`src/rtl/psd_pkg.sv`:
```
// Shared constants, types and region codes for the point-segment distance block.
package psd_pkg;

    localparam int COORD_BITS = 12;
    localparam int FRAC_BITS  = 8;
    localparam int DIST_BITS  = 33;

    localparam int DIFF_W = COORD_BITS + 1;
    localparam int PROD_W = 2 * DIFF_W;
    localparam int SUM_W  = PROD_W + 1;
    localparam int SQ_W   = 2 * COORD_BITS + 1;
    localparam int QW     = SQ_W + FRAC_BITS;
    localparam int NUM_W  = 2 * SQ_W + FRAC_BITS;
    localparam int VAL_W  = (QW > DIST_BITS) ? QW : DIST_BITS;

    localparam int QDEPTH = 4;
    localparam int QPTR_W = $clog2(QDEPTH);

    // start to done: four front stages, queue, divider input register fed by the
    // square, one divider stage per quotient bit, output register
    localparam int LATENCY = QW + 7;

    localparam logic [1:0] REGION_DEGEN    = 2'd0;
    localparam logic [1:0] REGION_START    = 2'd1;
    localparam logic [1:0] REGION_END      = 2'd2;
    localparam logic [1:0] REGION_INTERIOR = 2'd3;

    typedef struct packed {
        logic [1:0]      region;
        logic [SQ_W-1:0] len2;
        logic [SQ_W-1:0] edist;
        logic [SQ_W-1:0] cross_mag;
    } entry_t;

endpackage

```
`src/rtl/psd_queue.sv`:
```
// Short queue between the front end and the divider back end.
module psd_queue (
    input  logic            clk,
    input  logic            rst_n,
    input  logic            push,
    input  psd_pkg::entry_t push_data,
    input  logic            pop,
    output psd_pkg::entry_t pop_data,
    output logic            empty,
    output logic            full
);
    import psd_pkg::*;

    entry_t              slot_reg [QDEPTH];
    logic [QPTR_W-1:0]   wr_ptr_reg, rd_ptr_reg;
    logic [QPTR_W:0]     count_reg, count_next;
    logic                do_pop;

    assign empty  = (count_reg == '0);
    assign full   = (count_reg == (QPTR_W+1)'(QDEPTH));
    assign do_pop = pop && !empty;

    always_comb
    begin
        count_next = count_reg;
        if (push && !do_pop)
            count_next = count_reg + 1'b1;
        else if (do_pop && !push)
            count_next = count_reg - 1'b1;
    end

    always_ff @(posedge clk or negedge rst_n)
    begin
        if (!rst_n)
        begin
            wr_ptr_reg <= '0;
            rd_ptr_reg <= '0;
            count_reg  <= '0;
        end
        else
        begin
            if (push)
                wr_ptr_reg <= wr_ptr_reg + 1'b1;
            if (do_pop)
                rd_ptr_reg <= rd_ptr_reg + 1'b1;
            count_reg <= count_next;
        end
    end

    always_ff @(posedge clk)
    begin
        if (push)
            slot_reg[wr_ptr_reg] <= push_data;
    end

    assign pop_data = slot_reg[rd_ptr_reg];

endmodule

```
`config.mk`:
```
export PLATFORM = sky130hd
export DESIGN_NAME = psd_queue
export DESIGN_NICKNAME = d
export VERILOG_FILES = /design/src/rtl/psd_pkg.sv /design/src/rtl/psd_queue.sv
export SDC_FILE = /design/constraint.sdc
export NUM_CORES = 1
export LEC_CHECK = 0
export BUFFER_PORTS_ARGS = -buffer_cell sky130_fd_sc_hd__clkbuf_2
export CORE_ASPECT_RATIO = 1.4
export CORE_MARGIN = 3
export CORE_UTILIZATION = 40
export DETAILED_ROUTE_END_ITERATION = 16
export HOLD_SLACK_MARGIN = 0.06
export PLACE_DENSITY = 0.68
export SYNTH_ARGS = -nofsm -noshare
export SYNTH_HDL_FRONTEND = slang
export SYNTH_SLANG_ARGS = --single-unit
export TNS_END_PERCENT = 30
```
`constraint.sdc`:
```
create_clock -name clk -period 4.3 [get_ports clk]
set_clock_uncertainty 0.2 [all_clocks]
set_input_delay 0.43 -clock clk [delete_from_list [all_inputs] [get_ports clk]]
set_output_delay 0.43 -clock clk [all_outputs]
set_load 0.1 [all_outputs]
```
* Yosys cells after proc, flatten, opt, wreduce, memory -nomap -nowiden
Memories as Yosys holds them, arrays and structs flattened.
Index checks and enable logic that the tools add are counted.
** Storage, ports and cells
- Register bits :: 7
- Bits in writable memories :: 308
- Input bits :: 81
- Output and inout bits :: 79
- Memories :: 1
** Memories
- slot_reg :: depth 4, bits a word 77, rd ports 1, clocked after memory_dff 0, wr ports 1, line psd_queue.sv:14 : entry_t slot_reg [QDEPTH];
** Cells by class
- $add $sub $neg :: 4
- Equality and inequality tests :: 1
- Multiplexer cells :: 4
- Reductions and logical operators :: 8
** Operator list (count)
- 3-bit 2-to-1 mux :: 2
- 2-bit by 1-bit adder with 2-bit output, second input constant :: 2
- 3-bit by 1-bit adder with 3-bit output, second input constant :: 1
- 3-bit == test, second input constant :: 1
- 1-bit logical AND :: 3
- 1-bit zero test :: 3
- 3-bit zero test :: 1
- 3-bit by 1-bit subtractor with 3-bit output, second input constant :: 1
- 1-bit 2-to-1 mux :: 2
- 2-bit nonzero test :: 1

* Depth between registers and ports, before layout
- Depth in word-level cells :: 6
- Mapped depth :: 8

* Least setup slack after synthesis
Ideal clock, no wire load.
- Kind :: register -> output
- Start point :: register count_reg[0]
- End point :: output full
- Arrival :: 2.631 ns
- Data required time :: 3.670 ns
- Slack :: 1.039 ns
- Stages on the path, launching flop included :: 2
- Cell sequence :: dfrtp_1 > nor3b_1
** Between the ends
- Word-level cells in the longest chain between the ends :: 1
** Ends and longest elaborated chain
- from (decl) :: line psd_queue.sv:16 : logic [QPTR_W:0] count_reg, count_next;
- from (signal assigned) :: line psd_queue.sv:46 : count_reg <= count_next;
- 3-bit == test :: line psd_queue.sv:20 : assign full = (count_reg == (QPTR_W+1)'(QDEPTH));
- to (decl) :: line psd_queue.sv:10 : output logic full
No other way between the ends.

==> run metrics <==
synth top area cells edfxtp_1 80%, mux4_2 15%, dfrtp_1 1.5%, ha_1 0.54%, buf_12 0.35%; area of the core 28,020 um^2; sequential area share after synthesis 0.8187; via count 5,438; Hold Path Class reg -> reg; initial antenna violation count 3; Yosys reg bits 315; most common flop cell mapped by yosys edfxtp_1; Post-synth EDFFs 308; Die Y 206.7 um; first-pass GRT wire length 33,640 um; CP Capture Type primary output; cell taking the most area after synthesis edfxtp_1; Reg clk slew, reported paths 0.06 ns; r2r setup slk 1.84 ns; share of post-route cells with drive strength above 1 0.4047; Initial Util 0.4109; Starting DRT DRC Count 295; post-synthesis xor/xnor area fraction 0.004565; unique cell type count in the Yosys netlist 21; vias in the first global route 6,070; R2R depth 4; Post-DRT Antenna Nets 0; yosys warns 0; cts bufs inserted 28; FFs w/ async S/R, synth 0.02222; DRC Markers 0; Arr. time, crit path 2.78 ns; HP Start count_reg[2]$_DFFE_PN0P_; clock buffer depth 3; GR Layer Usage met3 0.02511; Avg Synthesized Cell Area 26.28 um^2; Pre-antenna DRT Iters 4; max FFs per register 308; post-synthesis mux area share 0.1516; Post-Syn Nets 525; P&R area growth vs syn 25.93%; Synth top area share 0.8035; slew at the pin closest to its max-slew limit 1.095 ns; routed len/inst 19.86 um; Post-layout nets 785; H-tree levels 1; GRT Util Overall 0.1411; Compound-Gate Fraction of Synth Area 0.0004348; met2 Use GR 0.2566; largest net degree at the start of global routing 69; max_cap viols 0; IO buf count 159; relative slew slack 0.2701; Critical Path Fanout Max 32; final hold violations 0; Simple-Gate Fraction of Synth Area 0.004783; GRT overflow 0; Ports 160; Core Rows 72; TNS Setup 0 ns; most common cell in the netlist edfxtp_1; GR Util met1 0.1722; critical path class reg -> out; fin. max-slew vios 0; Vias/cell 4.984; die width 149.4 um; synth cell count leaders 308 x edfxtp_1, 77 x mux4_2, 7 x buf_2, 7 x dfrtp_1, 5 x ha_1; Hold Crit Endpoint count_reg[2]$_DFFE_PN0P_; launch point of the worst reg-to-reg path wr_ptr_reg[1]$_DFFE_PN0P_; GR peak layer met2; Startpoint Class register; required time of the critical path 3.67 ns; die area 30,880 um^2; status finished, final reports clean; Reg-to-Reg End slot_reg[1][29]$_DFFE_PP_; Hold Path Depth 1; adder-cell share of the synthesized area 0.007174; fin crit period 3.413 ns; WL final 21,670 um; hpwl dp 12,780 um; largest family of logic cells by synthesized area multiplexers; Netlist Area Pre-Place 11,510 um^2; part of the cycle the worst path needs 0.7937; Clock Sinks 315; root buffer cell clkbuf_16; setup violators final 0; post-synthesis instance total 438; unrepaired setup endpoints after global routing no; routability-driven placement congestion ratio 0.6617; Fmax achieved 293.0 MHz; CTS tree done; Clock Latency Late Sink 0.53 ns
## cell type report
class	instances	area, um^2
inverter	4	15.01
timing repair buffer	248	1679
sequential	315	9432
clock buffer	33	740.7
fill	2202	13520
multi-input combinational	101	1951
tap	370	462.9
antenna	2	5.005
clock inverter	18	211.5
## layer usage
layer / share of wire / up-vias
met5: 0.00065 / -
met4: 0.022 / 2
met3: 0.049 / 42
met2: 0.54 / 161
met1: 0.39 / 2836
li1: - / 2397
## logic make-up (layout without fill, tap and decap cells)
kind of cell	Yosys count	after routing
AO/OA/AOI/OAI	1	1
XOR/XNOR	6	6
adder cells (fa/ha/maj)	6	6
buffers and inverters	22	303
flip-flops	315	315
multiplexers	78	78
other	0	2
AND/OR/NAND/NOR	10	10
## critical path, cell delays in order (launching register included)
cell      delay, ns
dfrtp_4        0.85
buf_4          0.41
mux4_2         0.57
clkbuf_2       0.39
## through the flow
| step | util | cells | worst slack [ns] | hold WS (ns) | area, um^2 |
|---|---|---|---|---|---|
| after floorplan | - | 438 | 1.039 | -0.06559 | 11510 |
| after global placement | 0.4543 | 957 | 1.398 | 0.06803 | 12730 |
| after detailed placement | 0.4543 | 957 | 1.385 | 0.07809 | 12730 |
| after CTS | 0.5172 | 1089 | 0.7958 | 0.2872 | 14490 |
| after global routing | 0.5173 | 1090 | 0.7016 | 0.3126 | 14490 |
| final | 0.5174 | 1091 | 0.8871 | 0.2870 | 14500 |
## how the worst max path moves through the flow
| stage | startpoint | end | slack [ns] |
|---|---|---|---|
| floorplan | count_reg[0]$_DFFE_PN0P_ | full | 1.04 |
| global placement | rd_ptr_reg[0]$_DFFE_PN0P_ | pop_data[32] | 1.40 |
| detailed placement | rd_ptr_reg[0]$_DFFE_PN0P_ | pop_data[21] | 1.39 |
| CTS | rd_ptr_reg[0]$_DFFE_PN0P_ | pop_data[27] | 0.80 |
| global route | rd_ptr_reg[0]$_DFFE_PN0P_ | pop_data[14] | 0.70 |
| finish | rd_ptr_reg[0]$_DFFE_PN0P_ | pop_data[14] | 0.89 |
## cell usage in the layout (no fill, tap or decap)
cell type        n
edfxtp_1       308
clkbuf_2       159
dlygate4sd3_1   81
mux4_2          77
clkbuf_16       29
clkinv_1         7
buf_4            7
ha_1             5
bufinv_16        5
dfrtp_1          5
inv_1            4
and2_4           4
clkbuf_1         4
clkinv_2         4
xnor2_1          3
xor2_1           3
diode_2          2
nand2_1          2
clkinvlp_4       2
dfrtp_4          2
or3_1            1
nor3b_1          1
mux2_2           1
o21ai_0          1
nand3_1          1
nor2_1           1
fa_1             1
buf_12           1
## repair_timing
item | 4_1_cts | 5_1_grt
buffers inserted | 0 | 0
endpoints found under the setup margin | 0 | 0
hold endpoints to repair | 319 | 0
resized for setup | 0 | 0
hold buffers | 81 | 0
Power is not shown: default switching activity piles up to over one toggle a cycle in this logic, so the estimate is an artifact.
