$ cat config.mk
export PLATFORM = sky130hd
export DESIGN_NAME = psd_front
export DESIGN_NICKNAME = d
export VERILOG_FILES = /design/src/rtl/psd_pkg.sv /design/src/rtl/psd_front.sv
export SDC_FILE = /design/constraint.sdc
export NUM_CORES = 2
export LEC_CHECK = 0
export BUFFER_PORTS_ARGS = -buffer_cell sky130_fd_sc_hd__buf_2
export CORE_MARGIN = 3
export CORE_UTILIZATION = 54
export DETAILED_ROUTE_END_ITERATION = 10
export PLACE_DENSITY = 0.72
export SYNTH_ARGS = -nofsm -noshare
export SYNTH_HDL_FRONTEND = slang
export SYNTH_SLANG_ARGS = --single-unit
$ cat constraint.sdc
create_clock -name clk -period 6.2 [get_ports clk]
set_input_delay 0.93 -clock clk [delete_from_list [all_inputs] [get_ports clk]]
set_output_delay 0.93 -clock clk [all_outputs]
set_load 0.02 [all_outputs]
$ cat src/rtl/psd_pkg.sv
// Shared constants, types and region codes for the point-segment distance block.
package psd_pkg;

    localparam int COORD_BITS = 12;
    localparam int FRAC_BITS  = 8;
    localparam int DIST_BITS  = 33;

    localparam int DIFF_W = COORD_BITS + 1;
    localparam int PROD_W = 2 * DIFF_W;
    localparam int SUM_W  = PROD_W + 1;
    localparam int SQ_W   = 2 * COORD_BITS + 1;
    localparam int QW     = SQ_W + FRAC_BITS;
    localparam int NUM_W  = 2 * SQ_W + FRAC_BITS;
    localparam int VAL_W  = (QW > DIST_BITS) ? QW : DIST_BITS;

    localparam int QDEPTH = 4;
    localparam int QPTR_W = $clog2(QDEPTH);

    // start to done: four front stages, queue, divider input register fed by the
    // square, one divider stage per quotient bit, output register
    localparam int LATENCY = QW + 7;

    localparam logic [1:0] REGION_DEGEN    = 2'd0;
    localparam logic [1:0] REGION_START    = 2'd1;
    localparam logic [1:0] REGION_END      = 2'd2;
    localparam logic [1:0] REGION_INTERIOR = 2'd3;

    typedef struct packed {
        logic [1:0]      region;
        logic [SQ_W-1:0] len2;
        logic [SQ_W-1:0] edist;
        logic [SQ_W-1:0] cross_mag;
    } entry_t;

endpackage

$ cat src/rtl/psd_front.sv
// Front end: differences, products, sums and region classification.
module psd_front (
    input  logic                                 clk,
    input  logic                                 rst_n,
    input  logic                                 accept,
    input  logic signed [psd_pkg::COORD_BITS-1:0] point_x,
    input  logic signed [psd_pkg::COORD_BITS-1:0] point_y,
    input  logic signed [psd_pkg::COORD_BITS-1:0] start_x,
    input  logic signed [psd_pkg::COORD_BITS-1:0] start_y,
    input  logic signed [psd_pkg::COORD_BITS-1:0] end_x,
    input  logic signed [psd_pkg::COORD_BITS-1:0] end_y,
    output logic                                 entry_valid,
    output psd_pkg::entry_t                      entry
);
    import psd_pkg::*;

    logic                     v1_reg, v2_reg, v3_reg, v4_reg;
    logic signed [DIFF_W-1:0] dx_reg, dy_reg, ax_reg, ay_reg, bx_reg, by_reg;
    logic signed [PROD_W-1:0] axdx_reg, aydy_reg, axdy_reg, aydx_reg;
    logic signed [PROD_W-1:0] dxdx_reg, dydy_reg, axax_reg, ayay_reg, bxbx_reg, byby_reg;
    logic signed [SUM_W-1:0]  dot_reg, cross_reg;
    logic [SQ_W-1:0]          len2_reg, a2_reg, b2_reg;
    entry_t                   entry_reg, entry_next;
    logic signed [SUM_W-1:0]  cross_abs;

    always_ff @(posedge clk or negedge rst_n)
    begin
        if (!rst_n)
        begin
            v1_reg <= 1'b0;
            v2_reg <= 1'b0;
            v3_reg <= 1'b0;
            v4_reg <= 1'b0;
        end
        else
        begin
            v1_reg <= accept;
            v2_reg <= v1_reg;
            v3_reg <= v2_reg;
            v4_reg <= v3_reg;
        end
    end

    always_ff @(posedge clk)
    begin
        dx_reg <= DIFF_W'(end_x) - DIFF_W'(start_x);
        dy_reg <= DIFF_W'(end_y) - DIFF_W'(start_y);
        ax_reg <= DIFF_W'(point_x) - DIFF_W'(start_x);
        ay_reg <= DIFF_W'(point_y) - DIFF_W'(start_y);
        bx_reg <= DIFF_W'(point_x) - DIFF_W'(end_x);
        by_reg <= DIFF_W'(point_y) - DIFF_W'(end_y);

        axdx_reg <= ax_reg * dx_reg;
        aydy_reg <= ay_reg * dy_reg;
        axdy_reg <= ax_reg * dy_reg;
        aydx_reg <= ay_reg * dx_reg;
        dxdx_reg <= dx_reg * dx_reg;
        dydy_reg <= dy_reg * dy_reg;
        axax_reg <= ax_reg * ax_reg;
        ayay_reg <= ay_reg * ay_reg;
        bxbx_reg <= bx_reg * bx_reg;
        byby_reg <= by_reg * by_reg;

        dot_reg   <= SUM_W'(axdx_reg) + SUM_W'(aydy_reg);
        cross_reg <= SUM_W'(axdy_reg) - SUM_W'(aydx_reg);
        len2_reg  <= SQ_W'(dxdx_reg[2*COORD_BITS-1:0]) + SQ_W'(dydy_reg[2*COORD_BITS-1:0]);
        a2_reg    <= SQ_W'(axax_reg[2*COORD_BITS-1:0]) + SQ_W'(ayay_reg[2*COORD_BITS-1:0]);
        b2_reg    <= SQ_W'(bxbx_reg[2*COORD_BITS-1:0]) + SQ_W'(byby_reg[2*COORD_BITS-1:0]);

        entry_reg <= entry_next;
    end

    // classify against the segment parameter range [0, 1]
    always_comb
    begin
        cross_abs            = (cross_reg < 0) ? -cross_reg : cross_reg;
        entry_next.len2      = len2_reg;
        entry_next.cross_mag = cross_abs[SQ_W-1:0];
        entry_next.edist     = a2_reg;
        if (len2_reg == '0)
            entry_next.region = REGION_DEGEN;
        else if (dot_reg < 0)
            entry_next.region = REGION_START;
        else if (dot_reg > signed'(SUM_W'(len2_reg)))
        begin
            entry_next.region = REGION_END;
            entry_next.edist  = b2_reg;
        end
        else
            entry_next.region = REGION_INTERIOR;
    end

    assign entry_valid = v4_reg;
    assign entry       = entry_reg;

endmodule

* Word level (Yosys, flattened, before mapping)
Cells that the tools add are included. W data, S select, Z words.
Cells by class: $add $sub $neg 12, multipliers 10, magnitude comparators 3, multiplexer cells 6, reductions and logical operators 2
Operators with widths (count):
- $mul A13 B13 Y24 | 6
- $mul A13 B13 Y26 | 4
- $mux W25 | 4
- $sub A12 B12 Y13 | 6
- $add A24 B24 Y25 | 3
- $lt A27 B1 Y1 const B | 2
- $add A26 B26 Y27 | 1
- $gt A27 B26 Y1 | 1
- $sub A26 B26 Y27 | 1
- $logic_not A25 Y1 | 1
- $neg A25 Y25 | 1
- $mux W1 | 2
- $reduce_or A2 Y1 | 1
Word-level totals: bits in registers 536, bits of input ports 75

* Logic depth before layout (Yosys ltp)
depth after elaboration 4, mapped depth 24, mapped depth without buffers 23

* Least setup slack after synthesis
OpenSTA, ideal clock, no wires.
kind reg-to-reg, from register ay_reg[12], to register aydy_reg[25], library setup time 91 ps, arrival 6290 ps, required time 6109 ps, path slack -181 ps, cell stages (with the launch flop) 22, path buffers 3, period minus slack after synthesis 6381 ps, path through dfxtp_1 > clkbuf_1 > clkbuf_1 > clkbuf_1 > nand2_1 > fa_1 > fa_1 > fa_1 > inv_1 > fa_1 > inv_1 > fa_1 > inv_1 > ha_1 > ha_1 > a21o_1 > or3_1 > a311oi_1 > nor3b_1 > a2111oi_0 > nor2_1 > a311oi_1
On the way: longest elaborated chain between the ends 1
RTL lines:
- start: declaration | line psd_front.sv:18 | logic signed [DIFF_W-1:0] dx_reg, dy_reg, ax_reg, ay_reg, bx_reg, by_reg;
- start signal: assignment | line psd_front.sv:49 | ay_reg <= DIFF_W'(point_y) - DIFF_W'(start_y);
- $mul A13 B13 Y26 | line psd_front.sv:54 | aydy_reg <= ay_reg * dy_reg;
- end signal: assignment | line psd_front.sv:54
- end: declaration | line psd_front.sv:19 | logic signed [PROD_W-1:0] axdx_reg, aydy_reg, axdy_reg, aydx_reg;
No other way between the ends. A chain may end at the register's enable or synchronous reset.

* Worst setup path after layout
from register ay_reg[7], to register aydx_reg[24]
On the way: longest elaborated chain between the ends 1
RTL lines:
- $mul A13 B13 Y26 | line psd_front.sv:56 | aydx_reg <= ay_reg * dx_reg;
- end signal: assignment | line psd_front.sv:56
- end: declaration | line psd_front.sv:19
No other way between the ends.

==> results.yml <==
critical_path:
  worstRegToRegCells: 25
  cp_max_fo: 10
  startpoint_type: "flip-flop"
  critPathRequiredTime_ps: 6800
  cp_data_arrival_time_ps: 6590
  end_kind: "flip-flop"
  path_class: "reg -> reg"
logic_synthesis:
  ys_warn_count: 0
  avgSynthCellArea_um2: 9.43
  synthAdderAreaFrac_pct: 52.3
  async_flop_share_pct: 0.756
  yosys_most_used_dff: "dfxtp_1"
  synth_top_family_by_area: "adder cells"
  synth_mux_area_share_pct: 0.492
  syn_nets: 10594
  yosys.area_share.simple_pct: 11.7
  ys_seq_area_share_pct: 13.8
  netlist_area_mm2: 0.0771
  synth_cell_types: 69
  synth_top_cell_by_area: "fa_1"
  synth_area_leaders: "fa_1, ha_1, dfxtp_1, inv_1, xnor2_1"
  synth-seq-cells: 529
  synth_top_area_share_pct: 38.0
  syn_inst: 8171
  synth-compound-area-share_pct: 6.20
  synth_xor_area_share_pct: 4.98
  synth_edf_count: 0
grt:
  grt_usage_pct: 25.5
  grt_pass1_vias: 58463
  grt_pass1_wl_mm: 299
  antenna_found_initial: 8
  grt-ovfl-total: 0
  grt_max_degree: 43
timing:
  finalCritPeriodShare_pct: 96.7
  hold_viol_final: 0
  drv_slew: 0
  fmax_mhz: 167
  worst_clock_skew_ps: 52.3
  period_needed_ps: 6000
  worst_pin_slew_ps: 1070
  timing.slew.headroom_pct: 27.3
  setup_viol: 0
  rsz0062_at_grt: "true"
min_path:
  hold_path_depth: 1
  hold_path.class: "in -> reg"
cells_and_area:
  design_area_mm2: 0.0842
  multi_input_area_mm2: 0.0585
  nFillCells: 11968
  fin_nets: 10839
  layout-drive-gt1-share_pct: 7.75
  syn_to_final_growth_pct: 9.20
  register_area_mm2: 0.0107
  largest_register_ff_count: 77
placed_design:
  placed_cell_area_mm2: 0.0817
  dpl.hpwl_mm: 153
  io_buffers: 152
  place.gp.congestion: 0.950
run_status:
  status: "complete, no violations"
route:
  drtIter0Drc: 3061
  wl_mm: 182
  ant_nets: 0
  route.detailed.drc: 0
  viasPerCell: 5.23
  wl_per_cell_um: 17.5
  routed-via-count: 54223
  first_pass_iters: 5
floorplan:
  start_util_pct: 54.4
  io_pins: 153
  core_area_mm2: 0.142
  rows: 138
  die_h_um: 384
  die_w_um: 384
  die_area_mm2: 0.147
clock_tree:
  clkSinkCount: 529
  root_buffer: "clkbuf_16"
  cts.reportedPaths.clkPinSlew_ps: 70
  cts_max_path_buffers: 3
  clk_latency_ps: 710
  cts_buffers: 61
  cts_tree: "yes"
  cts-htree-levels: 2
flow_run:
  maxCapViolations: 0
==> critical path, cell delays in order (launching register included) <==
cell	delay (ps)
dfxtp_1	320
buf_12	120
buf_12	140
and2_1	170
fa_1	540
inv_1	50
fa_1	490
inv_1	60
fa_1	490
inv_1	60
fa_1	520
inv_1	50
fa_1	430
ha_1	320
ha_4	280
o21a_1	200
a2111oi_4	90
buf_4	150
o31ai_2	350
a21o_1	180
a21o_1	160
a221oi_2	70
buf_4	150
a211oi_1	270
nor3_1	90
xnor2_1	130
==> cells in the mapped netlist (14+ instances only) <==
| library cell | number |
|---|---|
| a31oi_1 | 15 |
| o211ai_1 | 18 |
| fa_1 | 1462 |
| nand3_1 | 45 |
| nand2b_1 | 41 |
| nor2b_1 | 97 |
| and3_1 | 28 |
| xor2_1 | 79 |
| xnor2_1 | 357 |
| or2_2 | 26 |
| dfxtp_1 | 525 |
| a21boi_0 | 33 |
| and2_1 | 358 |
| o21bai_1 | 31 |
| inv_1 | 1917 |
| nor2_1 | 412 |
| a21oi_1 | 209 |
| ha_1 | 886 |
| nor3_1 | 75 |
| nand2_1 | 776 |
| or3_1 | 19 |
| o21a_1 | 66 |
| o41ai_1 | 14 |
| a211oi_1 | 27 |
| a21o_1 | 82 |
| clkbuf_1 | 222 |
| mux2_2 | 31 |
| o21ai_0 | 132 |
| o31ai_1 | 14 |
==> timing repair <==
item | CTS | global route
endpoints found under the hold margin | 4 | 0
cloned | 0 | 1
setup endpoints to repair | 12 | 31
pin swaps | 1 | 12
hold buffers | 1 | 0
resized for setup | 8 | 63
setup buffers | 0 | 1
==> metrics by stage <==
stage	hold slack, ps	TNS (ps)	cells	setup WS (ps)	utilization (%)
3_3_place_gp	340	-23.8	10240	-11.8	57.7
4_1_cts	291	0	10355	7.25	59.3
2_1_floorplan	331	0	8171	5.70	-
6_report	336	0	10362	204	59.5
3_5_place_dp	340	-330	10240	-106	57.7
5_1_grt	305	-203	10359	-72.7	59.5
==> kinds of logic after synthesis <==
logic type,Yosys count
DFF,529
buffers and inverters,2162
muxes,34
and+or+nand+nor,1929
xor gates and xnor gates,437
AOI/OAI and AO/OA,732
adders and majority gates,2348
==> placed cells by master (no fill, tap or decap), drive strengths merged, types with 28 or more instances in the layout <==
cell and instances:
inv 1925, fa 1462, ha 886, nand2 776
dfxtp 525, nor2 412, buf 411, and2 358
xnor2 357, a21oi 209, o21ai 137, nor2b 97
a21o 82, xor2 79, clkbuf 79, nor3 75
o21a 66, nand3 45, nand2b 41, a21boi 33
mux2 31, o21bai 31, and3 28
==> area by class of cell <==
class,count,area share [%]
tap,1890,2.81
timing repair buffer,413,3.72
clock inverter,36,0.645
inverter,1931,8.62
multi-input combinational,5480,69.5
clock buffer,78,2.00
sequential,529,12.7
antenna,5,0.0149
==> path summary, 6_finish.rpt <==
check                        startpoint      endpoint  slack, ps
setup reg to reg              ay_reg[7]  aydx_reg[24]        200
hold / removal                   accept        v1_reg        340
min in group asynchronous         rst_n        v2_reg        560
max in group asynchronous         rst_n   entry_valid       5530
setup / recovery              ay_reg[7]  aydx_reg[24]        200
hold reg to reg            cross_reg[0]      entry[0]        350
==> layer usage <==
| layer | GRT usage (%) | wire, µm |
|---|---|---|
| met3 | 4.20 | 11900 |
| met1 | 33.3 | 74700 |
| met4 | 9.29 | 7510 |
| met2 | 42.8 | 87500 |
| met5 | 0 | 13 |
Power is left out: the tool's default activity adds up to more than one toggle a clock period on the data nets, which glitch-free logic cannot reach.
